**src/hw/rtl/slts_pkg.sv**
```systemverilog
// Shared types and constants for the sticky largest-target selector.
package slts_pkg;

   localparam int unsigned AreaW   = 17;   // 511 * 255 fits in 17 bits
   localparam int unsigned BlkW    = 75;
   localparam int unsigned TdataW  = 80;
   localparam logic [7:0]  ThrReset = 8'd104;

   // first member in the highest bits, so x lands at bit 0 of the word
   typedef struct packed {
      logic        [7:0]  age;
      logic signed [8:0]  angle;
      logic        [15:0] signature;
      logic        [7:0]  track_id;
      logic        [7:0]  height;
      logic        [8:0]  width;
      logic        [7:0]  y;
      logic        [8:0]  x;
   } blk_type;

   typedef struct packed {
      blk_type              blk;
      logic [AreaW-1:0]     area;   // zero unless the block's y exceeds the row threshold
      logic                 last;
      logic                 empty;
   } entry_type;

endpackage

```
**src/hw/rtl/slts_front.sv**
```systemverilog
// Front end: accepts words, holds the row threshold, computes qualified area.
module slts_front (
   input  logic                       clock,
   input  logic                       reset,
   input  logic                       req_tvalid,
   output logic                       req_tready,
   input  logic [slts_pkg::TdataW-1:0] req_tdata,
   input  logic                       req_tlast,
   input  logic                       req_tuser,
   input  logic                       csr_valid,
   output logic                       csr_ready,
   input  logic [7:0]                 csr_wdata,
   input  logic                       q_ready_i,
   output logic                       q_push_o,
   output slts_pkg::entry_type        q_entry_o
);

   logic [7:0]                  thr_ff;
   logic [7:0]                  thr_in;
   slts_pkg::blk_type           blk;
   logic [slts_pkg::AreaW-1:0]  area;

   assign csr_ready = 1'b1;

   always_comb begin
      thr_in = thr_ff;
      if (csr_valid) begin
         thr_in = csr_wdata;
      end
   end

   always_ff @(posedge clock) begin
      if (reset) begin
         thr_ff <= slts_pkg::ThrReset;
      end else begin
         thr_ff <= thr_in;
      end
   end

   assign blk  = slts_pkg::blk_type'(req_tdata[slts_pkg::BlkW-1:0]);
   assign area = slts_pkg::AreaW'(blk.width) * slts_pkg::AreaW'(blk.height);

   assign req_tready = q_ready_i;
   assign q_push_o   = req_tvalid && q_ready_i;

   always_comb begin
      q_entry_o.blk   = blk;
      q_entry_o.area  = (blk.y > thr_ff) ? area : '0;
      q_entry_o.last  = req_tlast;
      q_entry_o.empty = req_tuser;
   end

endmodule

```
**src/hw/rtl/slts_queue.sv**
```systemverilog
// Short queue between the front end and the selection back end.
module slts_queue #(
   parameter int unsigned Depth = 4
) (
   input  logic                clock,
   input  logic                reset,
   input  logic                push_i,
   input  slts_pkg::entry_type entry_i,
   output logic                ready_o,
   output logic                valid_o,
   output slts_pkg::entry_type entry_o,
   input  logic                pop_i
);

   localparam int unsigned PtrW = (Depth > 1) ? $clog2(Depth) : 1;
   localparam int unsigned CntW = $clog2(Depth + 1);

   slts_pkg::entry_type  mem_ff [Depth];
   logic [PtrW-1:0]      wr_ptr_ff, wr_ptr_in;
   logic [PtrW-1:0]      rd_ptr_ff, rd_ptr_in;
   logic [CntW-1:0]      count_ff, count_in;

   assign ready_o = (count_ff != CntW'(Depth));
   assign valid_o = (count_ff != '0);
   assign entry_o = mem_ff[rd_ptr_ff];

   always_comb begin
      wr_ptr_in = wr_ptr_ff;
      rd_ptr_in = rd_ptr_ff;
      count_in  = count_ff;
      if (push_i) begin
         wr_ptr_in = (wr_ptr_ff == PtrW'(Depth - 1)) ? '0 : wr_ptr_ff + 1'b1;
      end
      if (pop_i) begin
         rd_ptr_in = (rd_ptr_ff == PtrW'(Depth - 1)) ? '0 : rd_ptr_ff + 1'b1;
      end
      if (push_i && !pop_i) begin
         count_in = count_ff + 1'b1;
      end else if (pop_i && !push_i) begin
         count_in = count_ff - 1'b1;
      end
   end

   always_ff @(posedge clock) begin
      if (reset) begin
         wr_ptr_ff <= '0;
         rd_ptr_ff <= '0;
         count_ff  <= '0;
      end else begin
         wr_ptr_ff <= wr_ptr_in;
         rd_ptr_ff <= rd_ptr_in;
         count_ff  <= count_in;
      end
   end

   always_ff @(posedge clock) begin
      if (push_i) begin
         mem_ff[wr_ptr_ff] <= entry_i;
      end
   end

endmodule

```
**src/hw/rtl/slts_back.sv**
```systemverilog
// Back end: tracks lock, sticky match and best candidate; registers the result word.
module slts_back (
   input  logic                        clock,
   input  logic                        reset,
   input  logic                        head_valid_i,
   input  slts_pkg::entry_type         head_i,
   output logic                        pop_o,
   output logic                        rsp_tvalid,
   input  logic                        rsp_tready,
   output logic [slts_pkg::TdataW-1:0] rsp_tdata,
   output logic                        rsp_tuser
);

   logic                        lock_valid_ff, lock_valid_in;
   logic [7:0]                  locked_id_ff, locked_id_in;
   logic                        sticky_hit_ff, sticky_hit_in;
   slts_pkg::blk_type           sticky_blk_ff, sticky_blk_in;
   logic [slts_pkg::AreaW-1:0]  best_area_ff, best_area_in;
   slts_pkg::blk_type           best_blk_ff, best_blk_in;
   logic                        rsp_valid_ff, rsp_valid_in;
   logic                        rsp_found_ff, rsp_found_in;
   slts_pkg::blk_type           rsp_blk_ff, rsp_blk_in;
   logic                        out_free;
   logic                        ends_frame;

   assign out_free   = !rsp_valid_ff || rsp_tready;
   assign ends_frame = head_i.last || head_i.empty;
   assign pop_o      = head_valid_i && (!ends_frame || out_free);

   always_comb begin
      logic                       s_hit;
      slts_pkg::blk_type          s_blk;
      logic [slts_pkg::AreaW-1:0] b_area;
      slts_pkg::blk_type          b_blk;

      lock_valid_in = lock_valid_ff;
      locked_id_in  = locked_id_ff;
      sticky_hit_in = sticky_hit_ff;
      sticky_blk_in = sticky_blk_ff;
      best_area_in  = best_area_ff;
      best_blk_in   = best_blk_ff;
      rsp_valid_in  = rsp_valid_ff && !rsp_tready;
      rsp_found_in  = rsp_found_ff;
      rsp_blk_in    = rsp_blk_ff;

      s_hit  = sticky_hit_ff;
      s_blk  = sticky_blk_ff;
      b_area = best_area_ff;
      b_blk  = best_blk_ff;
      if (lock_valid_ff && !sticky_hit_ff && head_i.blk.track_id == locked_id_ff) begin
         s_hit = 1'b1;
         s_blk = head_i.blk;
      end
      if (head_i.area > best_area_ff) begin
         b_area = head_i.area;
         b_blk  = head_i.blk;
      end

      if (pop_o) begin
         if (head_i.empty) begin
            // empty frame: drop lock and anything gathered so far
            lock_valid_in = 1'b0;
            locked_id_in  = '0;
            sticky_hit_in = 1'b0;
            best_area_in  = '0;
            rsp_valid_in  = 1'b1;
            rsp_found_in  = 1'b0;
            rsp_blk_in    = '0;
         end else if (head_i.last) begin
            sticky_hit_in = 1'b0;
            best_area_in  = '0;
            rsp_valid_in  = 1'b1;
            if (lock_valid_ff && s_hit) begin
               rsp_found_in = 1'b1;
               rsp_blk_in   = s_blk;
            end else if (b_area != '0) begin
               lock_valid_in = 1'b1;
               locked_id_in  = b_blk.track_id;
               rsp_found_in  = 1'b1;
               rsp_blk_in    = b_blk;
            end else begin
               lock_valid_in = 1'b0;
               locked_id_in  = '0;
               rsp_found_in  = 1'b0;
               rsp_blk_in    = '0;
            end
         end else begin
            sticky_hit_in = s_hit;
            sticky_blk_in = s_blk;
            best_area_in  = b_area;
            best_blk_in   = b_blk;
         end
      end
   end

   always_ff @(posedge clock) begin
      if (reset) begin
         lock_valid_ff <= 1'b0;
         locked_id_ff  <= '0;
         sticky_hit_ff <= 1'b0;
         best_area_ff  <= '0;
         rsp_valid_ff  <= 1'b0;
      end else begin
         lock_valid_ff <= lock_valid_in;
         locked_id_ff  <= locked_id_in;
         sticky_hit_ff <= sticky_hit_in;
         best_area_ff  <= best_area_in;
         rsp_valid_ff  <= rsp_valid_in;
      end
   end

   always_ff @(posedge clock) begin
      sticky_blk_ff <= sticky_blk_in;
      best_blk_ff   <= best_blk_in;
      rsp_found_ff  <= rsp_found_in;
      rsp_blk_ff    <= rsp_blk_in;
   end

   assign rsp_tvalid = rsp_valid_ff;
   assign rsp_tuser  = rsp_found_ff;
   assign rsp_tdata  = {(slts_pkg::TdataW - slts_pkg::BlkW)'(0), rsp_blk_ff};

endmodule

```
**src/hw/rtl/sticky_largest_target_select.sv**
```systemverilog
// Top level of the sticky largest-target selector.
// Usage:
//   req_*  : one detected block per word; tlast marks the frame's last word,
//            tuser marks an empty frame (one word, ends the frame on its own).
//   rsp_*  : one word per frame end; tuser = found, tdata = chosen block
//            (all zero when nothing was found).
//   csr_*  : row threshold write, always ready; change it only while idle.
// Throughput: one word per cycle while the queue has room. The front end
// computes the block area and the row-threshold test in the accept cycle and
// pushes into a QueueDepth-entry queue; the back end retires one queued word
// per cycle, except a frame-ending word while the result word is not taken.
// Frame-ending words reach rsp via the queue write, then the result register.
// Reset: threshold 104, no lock held, queue and result register empty.
// Receiver stall: the result register holds; other words still retire, but a
// frame-ending word waits at the queue head, and req_tready drops once the
// queue is full.
module sticky_largest_target_select #(
   parameter int unsigned QueueDepth = 4
) (
   input  logic                        clock,
   input  logic                        reset,
   input  logic                        req_tvalid,
   output logic                        req_tready,
   // x[8:0] y[16:9] width[25:17] height[33:26] track_id[41:34]
   // signature[57:42] angle[66:58] age[74:67], zero pad[79:75]
   input  logic [slts_pkg::TdataW-1:0] req_tdata,
   input  logic                        req_tlast,
   // frame_empty
   input  logic                        req_tuser,
   output logic                        rsp_tvalid,
   input  logic                        rsp_tready,
   // out_x[8:0] out_y[16:9] out_width[25:17] out_height[33:26]
   // out_track_id[41:34] out_signature[57:42] out_angle[66:58] out_age[74:67]
   output logic [slts_pkg::TdataW-1:0] rsp_tdata,
   // found
   output logic                        rsp_tuser,
   input  logic                        csr_valid,
   output logic                        csr_ready,
   input  logic [7:0]                  csr_wdata
);

   logic                q_ready;
   logic                q_push;
   slts_pkg::entry_type q_entry;
   logic                head_valid;
   slts_pkg::entry_type head;
   logic                pop;

   slts_front u_front (
      .clock      (clock),
      .reset      (reset),
      .req_tvalid (req_tvalid),
      .req_tready (req_tready),
      .req_tdata  (req_tdata),
      .req_tlast  (req_tlast),
      .req_tuser  (req_tuser),
      .csr_valid  (csr_valid),
      .csr_ready  (csr_ready),
      .csr_wdata  (csr_wdata),
      .q_ready_i  (q_ready),
      .q_push_o   (q_push),
      .q_entry_o  (q_entry)
   );

   slts_queue #(
      .Depth (QueueDepth)
   ) u_queue (
      .clock   (clock),
      .reset   (reset),
      .push_i  (q_push),
      .entry_i (q_entry),
      .ready_o (q_ready),
      .valid_o (head_valid),
      .entry_o (head),
      .pop_i   (pop)
   );

   slts_back u_back (
      .clock        (clock),
      .reset        (reset),
      .head_valid_i (head_valid),
      .head_i       (head),
      .pop_o        (pop),
      .rsp_tvalid   (rsp_tvalid),
      .rsp_tready   (rsp_tready),
      .rsp_tdata    (rsp_tdata),
      .rsp_tuser    (rsp_tuser)
   );

endmodule
```
**config.mk**
```make
export PLATFORM = sky130hd
export DESIGN_NAME = sticky_largest_target_select
export DESIGN_NICKNAME = d
export VERILOG_FILES = /design/src/hw/rtl/slts_pkg.sv /design/src/hw/rtl/slts_front.sv /design/src/hw/rtl/slts_queue.sv /design/src/hw/rtl/slts_back.sv /design/src/hw/rtl/sticky_largest_target_select.sv
export SDC_FILE = /design/constraint.sdc
export NUM_CORES = 1
export LEC_CHECK = 0
export ABC_AREA = 1
export ABC_CLOCK_PERIOD_IN_PS = 10640
export BUFFER_PORTS_ARGS = -buffer_cell sky130_fd_sc_hd__buf_2
export CAP_MARGIN = 20
export CORE_MARGIN = 1
export CORE_UTILIZATION = 40
export DETAILED_ROUTE_END_ITERATION = 6
export HOLD_SLACK_MARGIN = 0.12
export PLACE_DENSITY_LB_ADDON = 0.12
export SYNTH_ARGS = -nofsm -noshare
export SYNTH_HDL_FRONTEND = slang
export SYNTH_SLANG_ARGS = --single-unit
```
**constraint.sdc**
```tcl
create_clock -name clock -period 10.64 [get_ports clock]
set_clock_uncertainty 0.05 [all_clocks]
set_input_delay 0 -clock clock [delete_from_list [all_inputs] [get_ports clock]]
set_output_delay 0 -clock clock [all_outputs]
set_load 0.03 [all_outputs]
```
# Word level (Yosys, flattened, before mapping)
# Memories as Yosys holds them, arrays and structs flattened. A register that Yosys moved wholly into a read port is not among the register bits.
# Cells that the tools add are included.
[word_totals]
out_inout_bits = 84
wordCells = 106
ff_bits = 269
n_memories = 1
ram_bits = 376
[classes]
eq_ne = 5
n_mux = 33
magnitude_cmp = 2
multipliers = 1
addsub = 4
n_bitwise = 2
n_reduce_logical = 24
[mem_list]
columns = ["memory", "depth", "width", "read_ports", "rd_ports_with_merged_regs", "wr", "line_no", "source"]
rows = [
  ["u_queue.mem_ff", 4, 94, 1, 1, 1, "slts_queue.sv:18", "slts_pkg::entry_type mem_ff [Depth];"],
]
[op_table]
columns = ["op", "n"]
rows = [
  ["$mux W75", 5],
  ["$mux W17", 4],
  ["$mux W8", 4],
  ["$gt A17 B17 Y1", 1],
  ["$mul A9 B8 Y17", 1],
  ["$reduce_bool A17 Y1", 1],
  ["$mux W1", 14],
  ["$eq A8 B8 Y1", 1],
  ["$gt A8 B8 Y1", 1],
  ["$logic_and A1 B1 Y1", 8],
  ["$mux W2", 4],
  ["$logic_not A1 Y1", 6],
  ["$mux W3", 2],
  ["$reduce_and A3 Y1", 2],
  ["$add A2 B1 Y2 const B", 2],
  ["$eq A2 B2 Y1 const B", 2],
  ["$reduce_bool A2 Y1", 2],
  ["$add A3 B1 Y3 const B", 1],
  ["$logic_or A1 B1 Y1", 3],
  ["$ne A3 B3 Y1 const B", 1],
  ["$reduce_bool A3 Y1", 1],
  ["$sub A3 B1 Y3 const B", 1],
  ["$ne A2 B1 Y1 const B", 1],
  ["$not A1 Y1", 2],
  ["$reduce_and A2 Y1", 1],
]

# Longest topological paths before layout
# Gate-level depths: netlist (run 1).
[logic_depth]
depth_word = 8
ltp_mapped = 24

# Cells and area by module
# A second synthesis (run 1) with hierarchy kept.
[unflattened]
cells_unflattened = 2736
hier_area_um2 = 29962.5
[by_module_without_submodules]
columns = ["module", "area_per_inst_um2", "cells_per_inst", "n_inst"]
rows = [
  ["slts_queue", 14361.3, 969, 1],
  ["slts_back", 11780.0, 1191, 1],
  ["slts_front", 3821.2, 576, 1],
]

# Worst setup path before layout (run 1)
# OpenSTA, ideal clock, no wires.
[synth_path]
kind = "register to register"
startpoint = "register (tool-made name)"
endpoint = "register u_back.best_blk_ff[0] (netlist bit), enable pin"
period_less_slack_ns = 6.148
path_stages_with_launch = 9
arrival_ns = 5.525
t_required_ns = 10.017
setup_slack_ns = 4.492
cell_sequence = "dfxtp_1 > buf_4 > inv_4 > buf_6 > buf_2 > o21ai_0 > nand3_1 > nor2_4 > clkbuf_1"
[synth_lines]
columns = ["element", "line_no", "source"]
rows = [
  ["end signal, assigned", "slts_back.sv:114", "best_blk_ff <= best_blk_in;"],
  ["end, declared", "slts_back.sv:19", "slts_pkg::blk_type best_blk_ff, best_blk_in;"],
]

==> results of run 1 <==
## state kept, by name (all words and copies together) (netlist names), 3 cells and up, named ones only
| signal | flops |
|---|---|
| u_back.best_area_ff | 17 |
| u_back.best_blk_ff | 75 |
| u_back.locked_id_ff | 8 |
| u_back.rsp_tdata | 75 |
| u_back.sticky_blk_ff | 75 |
| u_front.thr_ff | 8 |
| u_queue.count_ff | 3 |
| u_queue.mem_ff | 376 |
## metal layers
| layer | vias up | track usage, % | share of wire [%] |
|---|---|---|---|
| li1 | 9431 | - | - |
| met1 | 9649 | 26.5 | 45 |
| met2 | 431 | 33.6 | 49 |
| met3 | 105 | 3.11 | 4.2 |
| met4 | 0 | 5.07 | 1.8 |
| met5 | - | 0 | 0 |
## layout make-up
cell class / count / share of cell area (%)
diodes: 1 / 0.00723
clock buffers: 88 / 5.32
clock inverters: 38 / 0.965
inverters: 263 / 2.88
multi-input cells: 1542 / 24.9
flip-flops and latches: 647 / 54.8
well taps: 950 / 3.43
repair buffers: 353 / 7.68
## worst paths after layout
kind                                                            from                                   end  slack, ns  depth (start not counted)
worst max register to register                             flip-flop    u_back.rsp_tdata[42]$_SDFFCE_PP0P_       3.63                         19
worst min-delay path                                    req_tdata[0]       u_queue.mem_ff[3][19]$_DFFE_PP_       0.14                          2
worst min register to register  u_back.best_area_ff[13]$_SDFFE_PP0P_  u_back.best_area_ff[13]$_SDFFE_PP0P_       0.41                          2
worst max-delay path                                       flip-flop    u_back.rsp_tdata[42]$_SDFFCE_PP0P_       3.63                         19
## cell families after synthesis
kind of cell	count (synthesis)	synth area share (%)
AOI/OAI and AO/OA	485	9.31
xor gates and xnor gates	9	0.269
adders and majority gates	111	5.84
buffers and inverters	409	6.10
DFF	647	64.7
muxes	52	1.78
other	2	0.0256
and+or+nand+nor	879	11.9
## per-stage QoR
stage,cells,utilization [%]
after floorplan,2598,-
after global placement,3594,42.8
after detailed placement,3594,42.8
after CTS,3881,48.1
after global routing,3882,48.1
final,3882,48.1
## worst reg2reg max path: stages (launching register included)
cell,delay [ns]
dfxtp_4,0.55
buf_4,0.50
buf_4,0.62
nor2_1,0.13
o22ai_1,0.34
ha_1,0.31
nand2_1,0.08
nor2_1,0.06
o21ai_2,0.16
nand3_2,0.30
nand2_8,0.54
buf_4,0.88
nand2_1,0.11
o21ai_1,0.14
nand2_1,0.09
nor2_2,0.20
nand3_4,0.20
nand2_4,0.55
buf_4,0.75
o21ai_0,0.19
## Yosys cell counts, types with 6 or more instances
| cell type | n | area, um2 |
|---|---|---|
| edfxtp_1 | 602 | 18100 |
| o21ai_0 | 255 | 1280 |
| nor2_2 | 6 | 37.5 |
| buf_2 | 37 | 185 |
| o21ai_2 | 41 | 359 |
| o21ai_1 | 25 | 125 |
| dfxtp_1 | 45 | 901 |
| buf_4 | 11 | 82.6 |
| o22ai_1 | 82 | 513 |
| nor3_1 | 8 | 40.0 |
| inv_1 | 255 | 957 |
| nor2_1 | 208 | 781 |
| fa_1 | 43 | 861 |
| mux2i_1 | 52 | 521 |
| nand2_1 | 595 | 2230 |
| nand4_1 | 9 | 56.3 |
| ha_1 | 68 | 851 |
| nand3_1 | 35 | 175 |
| clkbuf_1 | 79 | 297 |
| buf_6 | 13 | 146 |
| a21oi_1 | 68 | 340 |
## power breakdown
| group | switching [mW] | internal, mW | total [mW] | leakage (nW) |
|---|---|---|---|---|
| registers | 0.215 | 3.77 | 3.99 | 5.97 |
| clock network | 1.00 | 1.33 | 2.33 | 1.06 |
| logic | 2.83 | 1.18 | 4.01 | 6.76 |
| total | 4.05 | 6.28 | 10.3 | 13.8 |
## cells in the final DEF (no fill, tap or decap), drive strengths merged, types with 2 or more instances in the layout
cell	synthesis	routed
nor2	216	216
xor2	4	4
edfxtp	602	602
inv	261	266
dlygate4sd3	0	161
xnor2	5	5
a21oi	68	68
o22ai	82	82
nand2	601	601
nand4	9	9
nand3	39	39
a211oi	2	2
buf	67	192
conb	2	6
o21ai	321	321
ha	68	68
nor3b	2	2
clkbuf	79	88
o21bai	5	5
fa	43	43
bufinv	0	4
mux2i	52	52
a32oi	2	2
nor3	9	9
dfxtp	45	45
clkinv	2	30
==> results_dict.tcl, run 1 <==
set metrics [dict create \
    drt_first_pass_iters 5 \
    clockBufferDepth 3 \
    setup_tns_ns 0 \
    setup_viol 0 \
    grt_pass1_vias 19700 \
    cp-start-kind "flip-flop" \
    start_util_pct 40.7 \
    post_cts_buffers 0 \
    hold_ws_ns 0.140 \
    synth_cells 2594 \
    antenna_found_initial 1 \
    cts_hold_buffers 161 \
    die_y_um 273 \
    htreeDepth 3 \
    worstPathMaxFanout 73 \
    ir_drop_mv 0.228 \
    path_buf_inv 4 \
    area_delta_synth_final_pct 18.1 \
    cp_cell_sequence "buf_4, buf_4, nor2_1, o22ai_1, ha_1, nand2_1, nor2_1, o21ai_2, nand3_2, nand2_8, buf_4, nand2_1, o21ai_1, nand2_1, nor2_2, nand3_4, nand2_4, buf_4, o21ai_0" \
    drc 0 \
    postPlaceCellArea_mm2 0.0308 \
    async_reset_ff_share_pct 0 \
    regArea_mm2 0.0190 \
    fmax_ghz 0.143 \
    cts_num_sinks 647 \
    grt_pass1_wl_um 114000 \
    hold_class "in2reg" \
    fin_nets 3083 \
    min_period_ns 7.01 \
    cpMostUsedCell "buf_4" \
    slowest_delay_ns 0.84 \
    hold_viol 0 \
    period_share_pct 65.9 \
    std_cell_rows 98 \
    worst_path_dominant_cell_family "buffers and inverters" \
    tightest_slew_ns 1.13 \
    dp_hpwl_um 41100 \
    dieArea_mm2 0.0744 \
    numPortBuffers 167 \
    gp_congestion 0.784 \
    status "finished, final reports clean" \
    yosysSeqAreaShare_pct 64.7 \
    clkLatencyLatePin_ns 0.61 \
    cp.arrival_ns 7.29 \
    slew_violations 0 \
    yosysWarnings 0 \
    p_total_mw 10.3 \
    drive_above_1_share_pct 12.3 \
    wl_per_cell_um 18.9 \
    core-area_mm2 0.0720 \
    syn-cell-area_mm2 0.0293 \
    overflow 0 \
    avgSynthCellArea_um2 11.3 \
    path_class "reg2reg" \
    power_density_mw_per_mm2 298 \
    dr_total_vias 19616 \
    crit_required_ns 10.92 \
    synth_edf_count 602 \
    die_x_um 273 \
    ant_nets 0 \
    path_clk_slew_ns 0.06 \
    rsz0062_at_grt "false" \
    stdcell_area_mm2 0.0346 \
    multi_input_area_mm2 0.00861 \
    leakagePower_nw 13.8 \
    synth_flop_cell "edfxtp_1" \
    cts_made_buffers 70 \
    num-fill-cells 6434 \
    drv_cap 0 \
    cp-end-kind "flip-flop" \
    vias_per_cell 5.05 \
    cts_tree "yes" \
    drtIter0Drc 1493 \
    grt_max_degree 169 \
    io_pins 179 \
    synth.ff_latch_count 647 \
    clockRootBuffer "clkbuf_16" \
    cts_resized 0 \
    place_ws_ns 3.57 \
    fin_ws_ns 3.63 \
    crit_slowest_cell "buf_4" \
    synth_cell_types 48 \
    routed_wl_um 73500 \
    max_slew_margin_pct 24.5 \
    grt_use_total_pct 19.8 \
]
Note: power is estimated with default switching activity, not from simulation.
==> run 2: changes to the inputs <==
--- a/config.mk
+++ b/config.mk
@@ -5,8 +5,8 @@
 export SDC_FILE = /design/constraint.sdc
 export NUM_CORES = 1
 export LEC_CHECK = 0
-export ABC_AREA = 1
-export ABC_CLOCK_PERIOD_IN_PS = 10640
+export ABC_AREA = 0
+export ABC_CLOCK_PERIOD_IN_PS = 6400
 export BUFFER_PORTS_ARGS = -buffer_cell sky130_fd_sc_hd__buf_2
 export CAP_MARGIN = 20
 export CORE_MARGIN = 1
==> constraint.sdc (replaced) <==
create_clock -name clock -period 6.4 [get_ports clock]
set_clock_uncertainty 0.05 [all_clocks]
set_input_delay 0 -clock clock [delete_from_list [all_inputs] [get_ports clock]]
set_output_delay 0 -clock clock [all_outputs]
set_load 0.03 [all_outputs]
==> results_dict.tcl, run 2 <==
set metrics [dict create \
    status "finished, final reports clean" \
    synth_commonest_cells "edfxtp_1, mux2_2, nand2_1, inv_1, mux4_2" \
    synth_area_leaders "edfxtp_1, mux4_2, mux2_2" \
    yosysWarnings 0 \
    setup_tns_ns 0 \
    min_period_ns 4.99 \
    dr_total_vias 15461 \
    cpMostUsedCell "fa_1" \
    avgSynthCellArea_um2 17.1 \
    wl_met3_um 2200 \
    clkLatencyLatePin_ns 0.62 \
    cts_num_sinks 647 \
    hold_ws_ns 0.149 \
    post_cts_buffers 0 \
    pwr-share-comb_pct 38.0 \
    synth_flop_cell "edfxtp_1" \
    slew_violations 0 \
    path_clk_slew_ns 0.06 \
    synth_edf_count 602 \
    final_common_cell "edfxtp_1" \
    swShare_pct 35.0 \
    cp-end-kind "flip-flop" \
    ant_nets 0 \
    largest_reg_flops 376 \
    pwr-share-seq_pct 38.9 \
    routed_wl_um 64300 \
    synth_cells 1658 \
    hold_class "in2reg" \
    stdcell_area_mm2 0.0341 \
    p_total_mw 16.7 \
    cp-start-kind "input pin" \
    grt_use_total_pct 18.2 \
    drt_first_pass_iters 5 \
    p_sw_mw 5.86 \
    std_cell_rows 97 \
    numPortBuffers 167 \
    worst_path_dominant_cell_family "adder cells" \
    fin_nets 2221 \
    rsz0062_at_grt "false" \
    antenna_found_initial 2 \
    gp_congestion 0.768 \
    period_share_pct 78.0 \
    synth_top_area_cell "edfxtp_1" \
    htreeDepth 3 \
    cts_made_buffers 72 \
    num-fill-cells 6042 \
    utilization_pct 48.7 \
    syn-cell-area_mm2 0.0284 \
    wl_met1_um 28400 \
    power_density_mw_per_mm2 490 \
    tightest_slew_ns 0.933 \
    yosys.cell_count.top_type "edfxtp_1" \
    grt_pass1_vias 16245 \
    setup_viol 0 \
    fin_ws_ns 1.41 \
    path_class "in2reg" \
    area_delta_synth_final_pct 20.3 \
    drv_cap 0 \
    num_antenna_cells 0 \
    hold_viol 0 \
    overflow 0 \
    die_x_um 268 \
    clockRootBuffer "clkbuf_16" \
    grt_pass1_wl_um 98500 \
    fmax_ghz 0.200 \
    grt_max_degree 90 \
    worstPathMaxFanout 13 \
    dieArea_mm2 0.0720 \
    place_inst 2718 \
    die_y_um 268 \
    max_slew_margin_pct 37.8 \
    synth_cell_types 56 \
    io_pins 179 \
    intPower_mw 10.9 \
    start_util_pct 40.5 \
    vias_per_cell 5.14 \
    crit_required_ns 6.75 \
    yosysTopAreaCellShare_pct 63.7 \
    dp_hpwl_um 37500 \
    drive_above_1_share_pct 26.7 \
    clock_power_share_pct 23.1 \
    wl_per_cell_um 21.4 \
    drc 0 \
    slowest_delay_ns 0.60 \
    clockBufferDepth 3 \
    path_buf_inv 4 \
    ir_drop_mv 0.536 \
    final_cell_mix "edfxtp_1, buf_2, dlygate4sd3_1" \
    place_ws_ns 1.35 \
    postPlaceCellArea_mm2 0.0303 \
    leakagePower_nw 12.1 \
    dr.max_layer_used "met5" \
    cp_cell_sequence "dlygate4sd3_1, buf_2, and2_1, fa_1, fa_1, inv_1, fa_1, fa_1, inv_1, ha_1, a21o_1, a2111oi_0, nor3_1, a211o_1, o41ai_1, mux2i_1" \
    drtIter0Drc 765 \
    cts_tree "yes" \
    async_reset_ff_share_pct 0 \
    core-area_mm2 0.0701 \
    synth.ff_latch_count 647 \
    wl_met2_um 32700 \
    cp.arrival_ns 5.34 \
    yosysSeqAreaShare_pct 66.9 \
    largest-register "u_queue.mem_ff" \
    crit_slowest_cell "o41ai_1" \
    layout.cells.non_filler 3010 \
]
## run 2: cell count changes in the layout (fill, tap and decap cells not counted), sizes merged, moves of 43 or more
cell     previous run  this run
a21oi              68        17
and2                1        61
inv               266        99
mux2                0       151
mux2i              52         9
mux4                0        94
nand2             601       108
nor2              216        55
o21ai             321        11
o22ai              82         8
o2bb2ai             0        75
## run 2: layout make-up
type | instances | area (um2) | share of cell area [%]
clock inverters | 38 | 297 | 0.869
clock buffers | 91 | 1890 | 5.55
multi-input cells | 844 | 8680 | 25.4
well taps | 940 | 1180 | 3.44
inverters | 95 | 364 | 1.07
flip-flops and latches | 647 | 19000 | 55.6
repair buffers | 355 | 2740 | 8.03
## run 2: layer usage
layer  global-route usage (%)  up-vias
li1                         -     7092
met4                     4.18        4
met5                        0        -
met2                     31.4      252
met1                     24.1     8031
met3                     3.02       82
## run 2: cell families (layout without fill, tap and decap cells)
logic type                 count (synthesis)  in the layout  share of synthesized area [%]
AOI/OAI and AO/OA                        161            161                           4.36
xor gates and xnor gates                  21             21                          0.648
adders and majority gates                111            111                           6.03
buffers and inverters                    171            579                           2.77
DFF                                      647            647                           66.9
muxes                                    254            254                           14.3
other                                      2              6                         0.0265
and+or+nand+nor                          291            291                           5.00
## run 2: what timing repair did
| action | in CTS | in global routing |
|---|---|---|
| gates resized for setup | 0 | 0 |
| hold buffers | 162 | 1 |
| endpoints found under the hold margin | 356 | 3 |
## run 2: power groups by stage
stage	combinational (mW)	sequential, mW	clock, mW
final	6.36	6.51	3.87
after global routing	6.97	6.61	4.13
after CTS	6.49	6.53	3.97
after detailed placement	6.39	6.61	0
after global placement	6.25	6.59	0
after floorplan	4.09	7.01	0
## run 2: worst paths after layout
path	start	end	slack [ns]	cells after the start
max	req_tdata[28]	u_queue.mem_ff[0][17]$_DFFE_PP_	1.41	16
min	req_tdata[73]	u_queue.mem_ff[2][92]$_DFFE_PP_	0.15	2
max reg2reg	flip-flop	u_back.rsp_tdata[51]$_SDFFCE_PP0P_	1.56	11
min reg2reg	u_back.locked_id_ff[0]$_SDFFE_PP0P_	u_back.locked_id_ff[0]$_SDFFE_PP0P_	0.43	2
